<file path="config.mk">
export PLATFORM = sky130hd
export DESIGN_NAME = tbsd_ctrl
export DESIGN_NICKNAME = d
export VERILOG_FILES = /design/src/design/tbsd_pkg.sv /design/src/design/tbsd_ctrl.sv
export VERILOG_INCLUDE_DIRS = /design/src /design/src/design
export SDC_FILE = /design/constraint.sdc
export NUM_CORES = 1
export LEC_CHECK = 0
export ABC_CLOCK_PERIOD_IN_PS = 1300
export BUFFER_PORTS_ARGS = -buffer_cell sky130_fd_sc_hd__buf_2
export CORE_AREA = 3 3 40 42
export CTS_BUF_LIST = sky130_fd_sc_hd__clkbuf_8
export CTS_CLUSTER_DIAMETER = 200
export DETAILED_ROUTE_END_ITERATION = 7
export DIE_AREA = 0 0 43 45
export GPL_ROUTABILITY_DRIVEN = 0
export PLACE_DENSITY = 0.47
export SLEW_MARGIN = 5
export SYNTH_ARGS = -nofsm -noshare
export SYNTH_HDL_FRONTEND = slang
export SYNTH_SLANG_ARGS = --single-unit
</file>
<file path="constraint.sdc">
create_clock -name i_clk -period 1.3 [get_ports i_clk]
set_input_delay 0.13 -clock i_clk [delete_from_list [all_inputs] [get_ports i_clk]]
set_output_delay 0.13 -clock i_clk [all_outputs]
set_load 0.02 [all_outputs]
</file>
<file path="src/design/telemetry_byte_stuffed_deframer_core_assert.svh">
// assertion macros for the byte-stuffed deframer
`ifndef TELEMETRY_BYTE_STUFFED_DEFRAMER_CORE_ASSERT_SVH
`define TELEMETRY_BYTE_STUFFED_DEFRAMER_CORE_ASSERT_SVH

`ifndef SYNTH

`define TBSD_ASSERT(lbl, clk, rst_n, prop) \
    lbl: assert property (@(posedge clk) disable iff (!rst_n) (prop)) \
        else $error("deframer assertion failed");

`define TBSD_ASSERT_NEXT(lbl, clk, rst_n, ante, cons) \
    lbl: assert property (@(posedge clk) disable iff (!rst_n) (ante) |=> (cons)) \
        else $error("deframer assertion failed");

`else

`define TBSD_ASSERT(lbl, clk, rst_n, prop)

`define TBSD_ASSERT_NEXT(lbl, clk, rst_n, ante, cons)

`endif

`endif

</file>
<file path="src/design/tbsd_pkg.sv">
`timescale 1ns / 1ps

package tbsd_pkg;

    localparam int OUT_LIMIT = 16;
    localparam int BYTE_W    = 8;
    localparam int IDX_W     = 4;
    localparam int LEN_W     = 5;
    localparam int CFG_IDX_W = 3;

    typedef enum logic [2:0] {
        S_IDLE,
        S_START,
        S_FRAME,
        S_ESC,
        S_RD,
        S_LD
    } t_state;

    typedef enum logic [CFG_IDX_W-1:0] {
        REG_FIXED_MODE = 3'd0,
        REG_FRAME_LEN  = 3'd1,
        REG_FLAG       = 3'd2,
        REG_ESCAPE     = 3'd3,
        REG_MASK       = 3'd4
    } t_reg_idx;

    typedef struct packed {
        logic put;
        logic esc;
        logic clr;
        logic emit;
        logic load;
        logic rd_inc;
    } t_dp_cmd;

    typedef struct packed {
        logic flag_hit;
        logic esc_hit;
        logic fixed;
        logic reached;
        logic out_free;
        logic last;
    } t_dp_sta;

endpackage

</file>
<file path="src/design/tbsd_ctrl.sv">
`timescale 1ns / 1ps

`include "telemetry_byte_stuffed_deframer_core_assert.svh"

module tbsd_ctrl (
    input  logic              i_clk,
    input  logic              i_rst_n,
    input  logic              i_valid,
    output logic              o_ready,
    input  tbsd_pkg::t_dp_sta i_sta,
    output tbsd_pkg::t_dp_cmd o_cmd
);
    import tbsd_pkg::*;

    t_state  r_state;
    t_state  n_state;
    t_dp_cmd cmd;
    logic    w_acc;

    always_ff @(posedge i_clk) begin
        if (!i_rst_n) begin
            r_state <= S_IDLE;
        end else begin
            r_state <= n_state;
        end
    end

    always_comb begin
        n_state = r_state;
        cmd     = '0;
        o_ready = 1'b0;
        w_acc   = 1'b0;
        unique case (r_state) inside
            S_IDLE, S_START, S_FRAME, S_ESC: begin
                o_ready = 1'b1;
                w_acc   = i_valid;
            end
            S_RD: begin
                n_state = S_LD;
            end
            S_LD: begin
                if (i_sta.out_free) begin
                    cmd.load = 1'b1;
                    if (i_sta.last) begin
                        n_state = S_IDLE;
                    end else begin
                        cmd.rd_inc = 1'b1;
                        n_state    = S_RD;
                    end
                end
            end
            default: begin
                n_state = S_IDLE;
            end
        endcase

        if (w_acc) begin
            unique case (r_state)
                S_IDLE: begin
                    if (i_sta.flag_hit) begin
                        cmd.clr = 1'b1;
                        n_state = S_START;
                    end
                end
                S_START: begin
                    if (i_sta.flag_hit) begin
                        cmd.clr = i_sta.fixed;
                    end else begin
                        cmd.put = 1'b1;
                    end
                    n_state = S_FRAME;
                end
                S_FRAME: begin
                    if (i_sta.esc_hit) begin
                        n_state = S_ESC;
                    end else if (i_sta.flag_hit) begin
                        if (i_sta.fixed) begin
                            cmd.clr = 1'b1;
                        end else begin
                            cmd.emit = 1'b1;
                        end
                    end else begin
                        cmd.put = 1'b1;
                    end
                end
                S_ESC: begin
                    cmd.put = 1'b1;
                    cmd.esc = 1'b1;
                    n_state = S_FRAME;
                end
                default: begin
                end
            endcase
            // count-based end of frame
            if (i_sta.fixed && i_sta.reached) begin
                cmd.emit = 1'b1;
            end
            if (cmd.emit) begin
                n_state = S_RD;
            end
        end
    end

    assign o_cmd = cmd;

    `TBSD_ASSERT_NEXT(a_emit_starts_drain, i_clk, i_rst_n, cmd.emit, r_state == S_RD)
    `TBSD_ASSERT_NEXT(a_last_ends_drain, i_clk, i_rst_n, cmd.load && i_sta.last, r_state == S_IDLE)
    `TBSD_ASSERT(a_put_not_clr, i_clk, i_rst_n, !(cmd.put && cmd.clr))
    `TBSD_ASSERT(a_no_accept_drain, i_clk, i_rst_n, !((cmd.put || cmd.emit) && (cmd.load || cmd.rd_inc)))
endmodule

</file>
==> flow_summary.json <==
{
  "status": "finished, violations left",
  "violations": "negative setup slack",
  "fillCellCount": 143,
  "synth_top_family_by_area": "simple AND/OR/NAND/NOR gates",
  "cp-end-kind": "output pin",
  "post_synth_xor_area_fraction": 0,
  "setup_viol": 1,
  "cp_top_family": "flip-flops",
  "antenna_cells": 0,
  "nets": 69,
  "first_global_vias": 317,
  "numPortBuffers": 15,
  "initialDrtViolationCount": 6,
  "ios": 16,
  "seqPwrFrac": 0.223,
  "setup-tns-final_ps": -36.3,
  "drtAntennaViolNets": 0,
  "yosysTopAreaCellShare": 0.192,
  "synth_fp_nets": 47,
  "clock.fmax_mhz": 748,
  "p_comb_frac": 0.240,
  "place_hpwl_um": 722,
  "critPathBufInv": 1,
  "hold_depth": 2,
  "largest_reg_flops": 3,
  "path_cells": "nand4bb_1 > o32ai_2 > buf_4",
  "grt_setup_unrepaired": "true",
  "vias": 372,
  "slew_headroom": 0.792,
  "path_class": "register to output pin",
  "final_cells": 74,
  "cts_tree": "built",
  "seq_area_frac_synth": 0.192,
  "synthSimpleGateAreaFrac": 0.412,
  "ir_drop_v": 0.000660,
  "synthTopCellsByCount": "nand2b_1, nor2b_1, dfxtp_1, nor2_1",
  "synthesis.area_um2": 313,
  "grt_max_degree": 8,
  "swShare": 0.257,
  "grt_pass1_wl_mm": 1.41,
  "die_h_um": 45,
  "grt_antenna_before_repair": 0,
  "start_kind": "register",
  "hold_end": "r_state[2]$_SDFF_PN0_",
  "hold_viol_final": 0,
  "synthAdderAreaFrac": 0,
  "area_growth_pct": 59.6,
  "cts.sinks": 3,
  "cts_hold_buf": 0,
  "worstReg2RegEnd": "r_state[0]$_SDFF_PN0_",
  "intPower_uw": 358,
  "synthDistinctLibCells": 23,
  "synth_top_area_cell": "dfxtp_1",
  "h-tree-depth": 1,
  "switching_power_uw": 124,
  "wl_per_cell_um": 12.6,
  "synthTopCellsByArea": "dfxtp_1, nand2b_1, nor2b_1",
  "largest-register": "r_state",
  "reg.largest.list": "r_state (3)",
  "p_per_area_nw_per_um2": 965,
  "hp-class": "input pin to register",
  "synth_warnings": 0,
  "r2r_start": "r_state[1]$_SDFF_PN0_",
  "synth_edf_count": 0,
  "skew_ps": 0.895,
  "wl_um": 931,
  "max-cap-violations": 0,
  "die_w_um": 43,
  "arrival_ps": 1210,
  "drv_slew": 0,
  "synth-async-reset-ratio": 0,
  "synth_compound_area_frac": 0.252,
  "slowest_delay_ps": 330,
  "power.share.clock": 0.537,
  "p_leak_uw": 0.000231,
  "numCtsBuffers": 3,
  "finalCritPeriodShare": 1.03,
  "worst_pin_slew_ps": 308,
  "period_minus_slack_ps": 1340,
  "slowest_stage": "dfxtp_2",
  "muxShareOfSynthArea": 0.0480,
  "clockRootBuffer": "clkbuf_8",
  "postSynthCellCount": 38,
  "synth_ff_type": "dfxtp_1",
  "start_util": 0.243,
  "fin_ws_ps": -36.3,
  "synth.avg_cell_area_um2": 8.23,
  "r2r_cells": 3,
  "clk_pin_slew_ps": 30,
  "grt_overflow": 0,
  "crit_required_ps": 1170,
  "vias_per_cell": 5.03,
  "dp_cells": 70,
  "design.core.area_um2": 1280,
  "ys_ff_latch": 3,
  "hold_start": "i_rst_n",
  "clock_latency_ps": 210,
  "drive_gt1_frac": 0.542,
  "rows": 13,
  "grt_usage": 0.0981,
  "die_area_um2": 1940,
  "firstDrtPassIters": 4,
  "clockBufferDepth": 2,
  "critPathMaxFanout": 5,
  "drc": 0,
  "ff2ff_setup_slack_ps": 150
}
metal layers:
layer | up-vias | track usage | wire length (um)
li1 | 182 | - | -
met1 | 171 | 0.125 | 441
met2 | 19 | 0.147 | 385
met3 | 0 | 0.0677 | 104
met4 | 0 | 0 | 0
met5 | - | 0 | 0
power by group through the flow:
stage / Combinational (uW) / Sequential [uW] / Clock (uW)
2_1_floorplan: 70.6 / 104 / 0
3_3_place_gp: 107 / 108 / 0
3_5_place_dp: 105 / 108 / 0
4_1_cts: 108 / 107 / 270
5_1_grt: 125 / 108 / 284
6_report: 116 / 107 / 259
metrics by stage:
| stage | hold WS [ps] | instance area (um^2) | setup WS [ps] | power, uW | utilization |
|---|---|---|---|---|---|
| CTS | 160 | 477 | -31.2 | 486 | 0.371 |
| floorplan | 248 | 313 | 21.7 | 175 | - |
| global route | 169 | 499 | -132 | 518 | 0.389 |
| detailed placement | 381 | 414 | 38.0 | 213 | 0.322 |
| finish | 168 | 499 | -36.3 | 482 | 0.389 |
| global placement | 382 | 414 | 61.3 | 215 | 0.322 |
final cells by class:
| cell class | count | area [um^2] | area share |
|---|---|---|---|
| Clock inverter | 1 | 3.75 | 0.00752 |
| Tap cell | 15 | 18.8 | 0.0376 |
| Inverter | 2 | 7.51 | 0.0150 |
| Timing Repair Buffer | 19 | 123 | 0.246 |
| Sequential cell | 3 | 66.3 | 0.133 |
| Multi-Input combinational cell | 31 | 239 | 0.479 |
| Clock buffer | 3 | 41.3 | 0.0827 |
worst max path at each step:
stage / startpoint / endpoint / slack (ps) / depth (start not counted)
after floorplan: r_state[0]$_SDFF_PN0_ / r_state[2]$_SDFF_PN0_ / 20 / 4
after global placement: r_state[1]$_SDFF_PN0_ / r_state[0]$_SDFF_PN0_ / 60 / 3
after detailed placement: r_state[1]$_SDFF_PN0_ / r_state[0]$_SDFF_PN0_ / 40 / 3
after CTS: r_state[2]$_SDFF_PN0_ / o_cmd[2] / -30 / 3
after global routing: r_state[0]$_SDFF_PN0_ / o_cmd[2] / -130 / 3
final: r_state[0]$_SDFF_PN0_ / o_cmd[2] / -40 / 3
repair_timing:
item                       in CTS  in global routing
cloned                          0                  0
pin swaps                       0                  1
setup buffers                   0                  0
gates resized for setup         8                  6
setup endpoints to repair       5                  4
cells in the final DEF (no fill, tap or decap), types with 2 or more instances in the layout:
cell,synthesis,final
nor2_1,3,3
nand2b_1,4,4
nor2b_1,4,3
buf_4,0,6
nand2_1,2,2
clkbuf_8,0,3
a31oi_1,2,2
buf_6,2,2
dfxtp_2,0,2
buf_2,0,11
inv_1,2,3
cell families (layout without fill, tap and decap cells):
logic type / after synthesis / after routing
compound gates: 9 / 9
buf+inv: 4 / 25
flops: 3 / 3
mux: 1 / 1
simple gates: 21 / 21
(Power assumes the default switching activity.)
