`src/design/telemetry_byte_stuffed_deframer_core_assert.svh`:
```
// assertion macros for the byte-stuffed deframer
`ifndef TELEMETRY_BYTE_STUFFED_DEFRAMER_CORE_ASSERT_SVH
`define TELEMETRY_BYTE_STUFFED_DEFRAMER_CORE_ASSERT_SVH

`ifndef SYNTH

`define TBSD_ASSERT(lbl, clk, rst_n, prop) \
    lbl: assert property (@(posedge clk) disable iff (!rst_n) (prop)) \
        else $error("deframer assertion failed");

`define TBSD_ASSERT_NEXT(lbl, clk, rst_n, ante, cons) \
    lbl: assert property (@(posedge clk) disable iff (!rst_n) (ante) |=> (cons)) \
        else $error("deframer assertion failed");

`else

`define TBSD_ASSERT(lbl, clk, rst_n, prop)

`define TBSD_ASSERT_NEXT(lbl, clk, rst_n, ante, cons)

`endif

`endif

```
`src/design/tbsd_pkg.sv`:
```
`timescale 1ns / 1ps

package tbsd_pkg;

    localparam int OUT_LIMIT = 16;
    localparam int BYTE_W    = 8;
    localparam int IDX_W     = 4;
    localparam int LEN_W     = 5;
    localparam int CFG_IDX_W = 3;

    typedef enum logic [2:0] {
        S_IDLE,
        S_START,
        S_FRAME,
        S_ESC,
        S_RD,
        S_LD
    } t_state;

    typedef enum logic [CFG_IDX_W-1:0] {
        REG_FIXED_MODE = 3'd0,
        REG_FRAME_LEN  = 3'd1,
        REG_FLAG       = 3'd2,
        REG_ESCAPE     = 3'd3,
        REG_MASK       = 3'd4
    } t_reg_idx;

    typedef struct packed {
        logic put;
        logic esc;
        logic clr;
        logic emit;
        logic load;
        logic rd_inc;
    } t_dp_cmd;

    typedef struct packed {
        logic flag_hit;
        logic esc_hit;
        logic fixed;
        logic reached;
        logic out_free;
        logic last;
    } t_dp_sta;

endpackage

```
`src/design/tbsd_ram.sv`:
```
`timescale 1ns / 1ps

module tbsd_ram #(
    parameter int WIDTH = 8,
    parameter int DEPTH = 16
) (
    input  logic                     i_clk,
    input  logic                     i_we,
    input  logic [$clog2(DEPTH)-1:0] i_waddr,
    input  logic [WIDTH-1:0]         i_wdata,
    input  logic [$clog2(DEPTH)-1:0] i_raddr,
    output logic [WIDTH-1:0]         o_rdata
);
    logic [WIDTH-1:0] r_mem [DEPTH];
    logic [WIDTH-1:0] r_rdata;

    always_ff @(posedge i_clk) begin
        if (i_we) begin
            r_mem[i_waddr] <= i_wdata;
        end
        r_rdata <= r_mem[i_raddr];
    end

    assign o_rdata = r_rdata;
endmodule

```
`src/design/tbsd_datapath.sv`:
```
`timescale 1ns / 1ps

module tbsd_datapath #(
    parameter int BUFFER_DEPTH = 16
) (
    input  logic                             i_clk,
    input  logic                             i_rst_n,
    input  logic                             i_cfg_we,
    input  logic [tbsd_pkg::CFG_IDX_W-1:0]   i_cfg_idx,
    input  logic [tbsd_pkg::BYTE_W-1:0]      i_cfg_data,
    input  logic [tbsd_pkg::BYTE_W-1:0]      i_rx_byte,
    input  tbsd_pkg::t_dp_cmd                i_cmd,
    output tbsd_pkg::t_dp_sta                o_sta,
    input  logic                             i_out_ready,
    output logic                             o_out_valid,
    output logic [tbsd_pkg::BYTE_W-1:0]      o_frame_byte,
    output logic [tbsd_pkg::IDX_W-1:0]       o_byte_index,
    output logic [tbsd_pkg::LEN_W-1:0]       o_frame_len,
    output logic                             o_last
);
    import tbsd_pkg::*;

    localparam int CW = $clog2(BUFFER_DEPTH + 1);
    localparam int AW = $clog2(BUFFER_DEPTH);

    logic              r_fixed;
    logic [LEN_W-1:0]  r_flen;
    logic [BYTE_W-1:0] r_flag;
    logic [BYTE_W-1:0] r_esc;
    logic [BYTE_W-1:0] r_mask;

    logic [CW-1:0]     r_count;
    logic [CW-1:0]     n_count;
    logic [LEN_W-1:0]  r_len;
    logic [IDX_W-1:0]  r_rd_idx;

    logic              r_ov;
    logic [BYTE_W-1:0] r_fb;
    logic [IDX_W-1:0]  r_bi;
    logic [LEN_W-1:0]  r_fl;
    logic              r_last;

    logic              w_we;
    logic [BYTE_W-1:0] w_wdata;
    logic [BYTE_W-1:0] w_rdata;
    logic [CW-1:0]     w_target;
    logic [LEN_W-1:0]  w_len_post;
    logic              w_last;
    logic              w_empty;
    logic              w_out_free;

    always_ff @(posedge i_clk) begin
        if (!i_rst_n) begin
            r_fixed <= 1'b0;
            r_flen  <= LEN_W'(9);
            r_flag  <= BYTE_W'(126);
            r_esc   <= BYTE_W'(125);
            r_mask  <= BYTE_W'(32);
        end else if (i_cfg_we) begin
            unique case (i_cfg_idx)
                REG_FIXED_MODE: r_fixed <= i_cfg_data[0];
                REG_FRAME_LEN:  r_flen  <= i_cfg_data[LEN_W-1:0];
                REG_FLAG:       r_flag  <= i_cfg_data;
                REG_ESCAPE:     r_esc   <= i_cfg_data;
                REG_MASK:       r_mask  <= i_cfg_data;
                default: begin
                end
            endcase
        end
    end

    always_comb begin
        w_we    = i_cmd.put && (r_count < CW'(BUFFER_DEPTH));
        w_wdata = i_cmd.esc ? (i_rx_byte ^ r_mask) : i_rx_byte;

        if (i_cmd.clr) begin
            n_count = '0;
        end else if (w_we) begin
            n_count = r_count + CW'(1);
        end else begin
            n_count = r_count;
        end

        if (r_flen == '0) begin
            w_target = CW'(1);
        end else if (32'(r_flen) > BUFFER_DEPTH) begin
            w_target = CW'(BUFFER_DEPTH);
        end else begin
            w_target = CW'(r_flen);
        end

        if (32'(n_count) >= OUT_LIMIT) begin
            w_len_post = LEN_W'(OUT_LIMIT);
        end else begin
            w_len_post = LEN_W'(n_count);
        end

        w_empty    = (r_len == '0);
        w_last     = w_empty || (({1'b0, r_rd_idx} + LEN_W'(1)) == r_len);
        w_out_free = !r_ov || i_out_ready;
    end

    always_ff @(posedge i_clk) begin
        if (!i_rst_n) begin
            r_count  <= '0;
            r_len    <= '0;
            r_rd_idx <= '0;
        end else begin
            if (i_cmd.emit) begin
                r_count  <= '0;
                r_len    <= w_len_post;
                r_rd_idx <= '0;
            end else begin
                r_count <= n_count;
                if (i_cmd.rd_inc) begin
                    r_rd_idx <= r_rd_idx + IDX_W'(1);
                end
            end
        end
    end

    tbsd_ram #(
        .WIDTH(BYTE_W),
        .DEPTH(BUFFER_DEPTH)
    ) u_store (
        .i_clk  (i_clk),
        .i_we   (w_we),
        .i_waddr(r_count[AW-1:0]),
        .i_wdata(w_wdata),
        .i_raddr(AW'(r_rd_idx)),
        .o_rdata(w_rdata)
    );

    // output register
    always_ff @(posedge i_clk) begin
        if (!i_rst_n) begin
            r_ov <= 1'b0;
        end else if (i_cmd.load) begin
            r_ov <= 1'b1;
        end else if (i_out_ready) begin
            r_ov <= 1'b0;
        end
    end

    always_ff @(posedge i_clk) begin
        if (i_cmd.load) begin
            r_fb   <= w_empty ? '0 : w_rdata;
            r_bi   <= r_rd_idx;
            r_fl   <= r_len;
            r_last <= w_last;
        end
    end

    assign o_sta.flag_hit = (i_rx_byte == r_flag);
    assign o_sta.esc_hit  = (i_rx_byte == r_esc);
    assign o_sta.fixed    = r_fixed;
    assign o_sta.reached  = (n_count >= w_target);
    assign o_sta.out_free = w_out_free;
    assign o_sta.last     = w_last;

    assign o_out_valid  = r_ov;
    assign o_frame_byte = r_fb;
    assign o_byte_index = r_bi;
    assign o_frame_len  = r_fl;
    assign o_last       = r_last;
endmodule

```
`config.mk`:
```
export PLATFORM = sky130hd
export DESIGN_NAME = tbsd_datapath
export DESIGN_NICKNAME = d
export VERILOG_FILES = /design/src/design/telemetry_byte_stuffed_deframer_core_assert.svh /design/src/design/tbsd_pkg.sv /design/src/design/tbsd_ram.sv /design/src/design/tbsd_datapath.sv
export SDC_FILE = /design/constraint.sdc
export NUM_CORES = 1
export LEC_CHECK = 0
export BUFFER_PORTS_ARGS = -buffer_cell sky130_fd_sc_hd__buf_2
export CAP_MARGIN = 25
export CORE_MARGIN = 3
export CORE_UTILIZATION = 45
export DETAILED_ROUTE_END_ITERATION = 7
export GPL_TIMING_DRIVEN = 0
export HOLD_SLACK_MARGIN = 0.05
export PLACE_DENSITY = 0.71
export SYNTH_ARGS = -nofsm -noshare
export SYNTH_HDL_FRONTEND = slang
export SYNTH_SLANG_ARGS = --single-unit
```
`constraint.sdc`:
```
create_clock -name i_clk -period 3.2 [get_ports i_clk]
set_input_delay 0.48 -clock i_clk [delete_from_list [all_inputs] [get_ports i_clk]]
set_output_delay 0.48 -clock i_clk [all_outputs]
set_load 0.01 [all_outputs]
```
==> metrics <==
clock-pin slew on the worst setup and hold paths 0.07 ns; Final Hold Violating Endpoints 0; run status finished, final reports clean; layout cells sized above 1 0.1927; die area 19640 um2; chip height roughly 140 um; Vias roughly 4.5k; Distinct cells, synth 44; core footprint 17480 um2; Worst Path Arrival 2.37 ns; drt total wl about 16000 um; clock skew roughly 0.011 ns; post-route minimum period 2.853 ns; dpl cell area 8643 um2; synth top area cells edfxtp_1 (54%), dfxtp_1 (13%), mux4_1 (5.8%); DP Wirelength 10980 um; post-synthesis sequential area ratio 0.6723; Slew @ Worst Pin approximately 0.75 ns; Pwr Density 556.3 nW/um2; total global routing overflow 0; Final nets 654; Placed Cells 815; CP max FO 6; synthesized flop and latch total 199; I/O pins 54; n_diodes 0; postcts setup bufs 0; setup_tns 0 ns; Non-Filler Cell Area, Final 9264 um2; Vias per Instance between 5 and 6; top-count cell post-synth edfxtp_1; commonest cells in the netlist edfxtp_1 (146), nand2_1 (77), dfxtp_1 (53); post_cts resized 0; CTS H-tree depth 4; Yosys top cell area share 0.5413; later-pin clock latency in the skew report 0.44 ns; FMAX 350.6 MHz; hold crit path type input pin to flop; Pleak approximately 3.3 nW; Setup crit start kind flop; Die Wd 140.2 um; total power draw 5.154 mW; cell count after synthesis around 540; row count 48; RSZ-0062 raised after global routing no; async set-or-reset flop fraction in the synthesized netlist 0; Tot GR Track Use 0.1677; Post-Syn Area 8099 um2; Primary FF master, synth edfxtp_1; DR DRC count 0; Max Cap Viol 0; CP required 2.72 ns; initial DRC count 236; crit path kind flop to output port; R2R cell count 5; CTS tree yes; first-pass GRT wire length 25120 um; final non-filler cell total 853; cts hold-fix bufs 0; Util after Layout 0.5301; nature of the critical path endpoint output port; final period utilization 0.8914; CTS root buffer clkbuf_16; initial antenna violation count 0; Worst VDD drop about 0.41 mV; Synth Net Count between 500 and 600; Warnings, synthesis 0; dominant cell type by area after synthesis edfxtp_1; total clock sinks 199; ANT nets after route 0; TritonCTS Buffers 17; Max clock buf depth 2; WL/cell 18.58 um; area grow syn2layout 14.38%; first-pass detailed-route iteration total 6; number of synthesized flops with an enable pin 146; hold depth 3; initial core utilization 0.4634; fin. max-slew vios 0; I/O Buffers 51; Placer Congestion 0.8335; largest net degree at the start of global routing 20; relative slew slack 0.4958; vias in the first global route 4614; syn avg cell area 15.05 um2; Final setup viols 0
-- cell type report --
class                      instances  area [um2]
fill                            1381        8213
clock buffer                      17       425.4
multi-input combinational        306        2484
buffer                            28       158.9
tap                              225       281.5
timing repair buffer              58       307.8
sequential                       199        5445
inverter                           5       18.77
clock inverter                    15       142.6
-- metal layers --
metal / wire [um] / part of all wire / GRT usage
met2: 7868 / 0.50 / 0.2739
met4: 306 / 0.019 / 0.06017
met3: 953 / 0.060 / 0.04985
met5: 0 / 0 / 0
met1: 6723 / 0.42 / 0.2140
-- flip-flops by register name, summed over array words and instances, names as in the netlist --
register / flops
r_rd_idx: 4
u_store.r_mem: 128
r_esc: 8
r_flag: 8
o_last: 1
r_count: 5
o_frame_len: 5
u_store.o_rdata: 8
o_byte_index: 4
r_mask: 8
r_len: 5
r_fixed: 1
r_flen: 5
o_frame_byte: 8
o_out_valid: 1
-- cells by family after synthesis --
group,count (synthesis),share of synthesized area
mux,39,0.1061
buf+inv,33,0.02194
xor+xnor,33,0.03569
flops,199,0.6723
compound gates,44,0.03955
fa+ha+maj,10,0.01545
simple gates,180,0.1089
-- power by group --
part / internal (mW) / switching, mW / total (mW)
clock: 1.09 / 0.957 / 2.05
sequential: 2.81 / 0.0157 / 2.83
combinational: 0.119 / 0.159 / 0.278
-- critical path, stage by stage (launching register included) --
cell and delay (ns):
dfxtp_1 0.38, ha_1 0.29, a41oi_1 0.13, or2_2 0.30, inv_1 0.17, ha_1 0.28
a21oi_1 0.15, o21ai_0 0.09, buf_2 0.14
-- worst paths after layout --
check	start	endpoint	slack, ns
worst min register to register	r_rd_idx[2]$_SDFFE_PP0P_	o_byte_index[2]$_DFFE_PP_	0.43
worst max-delay path	r_count[0]$_SDFF_PP0_	o_sta[2]	0.35
worst max register to register	r_rd_idx[1]$_SDFFE_PP0P_	u_store.o_rdata[7]$_DFF_P_	1.09
worst min-delay path	i_cfg_data[5]	r_esc[5]$_SDFFE_PN1P_	0.29
-- cells in the final DEF (no fill, tap or decap), types with 3 or more instances in the layout --
| master | synthesis | routed |
|---|---|---|
| dfxtp_1 | 53 | 53 |
| nand2b_1 | 6 | 6 |
| inv_1 | 5 | 5 |
| nand4_1 | 6 | 6 |
| nand3_1 | 17 | 17 |
| nand2_1 | 77 | 77 |
| mux4_2 | 14 | 14 |
| clkinvlp_4 | 0 | 3 |
| clkbuf_16 | 0 | 17 |
| nor2_1 | 20 | 20 |
| o21ai_0 | 3 | 3 |
| a21oi_1 | 4 | 4 |
| edfxtp_1 | 146 | 146 |
| and2_1 | 18 | 18 |
| buf_4 | 4 | 11 |
| nor3_1 | 4 | 4 |
| and2b_1 | 5 | 5 |
| inv_6 | 0 | 4 |
| ha_1 | 10 | 10 |
| and3b_1 | 3 | 3 |
| mux2i_1 | 6 | 6 |
| buf_2 | 6 | 57 |
| and3_1 | 3 | 3 |
| nor2b_1 | 13 | 13 |
| xnor2_1 | 28 | 27 |
| buf_1 | 3 | 3 |
| nand3b_1 | 4 | 4 |
| clkinv_2 | 0 | 3 |
| a22oi_1 | 16 | 16 |
| clkbuf_1 | 12 | 12 |
| xor2_1 | 5 | 5 |
| mux4_1 | 18 | 18 |
| a21boi_0 | 12 | 12 |
-- stage by stage --
| stage | setup slack [ns] | hold slack, ns |
|---|---|---|
| after global routing | 0.1700 | 0.3054 |
| final | 0.3475 | 0.2928 |
| after global placement | 0.5871 | 0.4179 |
| after detailed placement | 0.5949 | 0.4144 |
| after CTS | 0.3365 | 0.2801 |
| after floorplan | 0.9177 | 0.4029 |
Power figures use the tool's default switching activity.
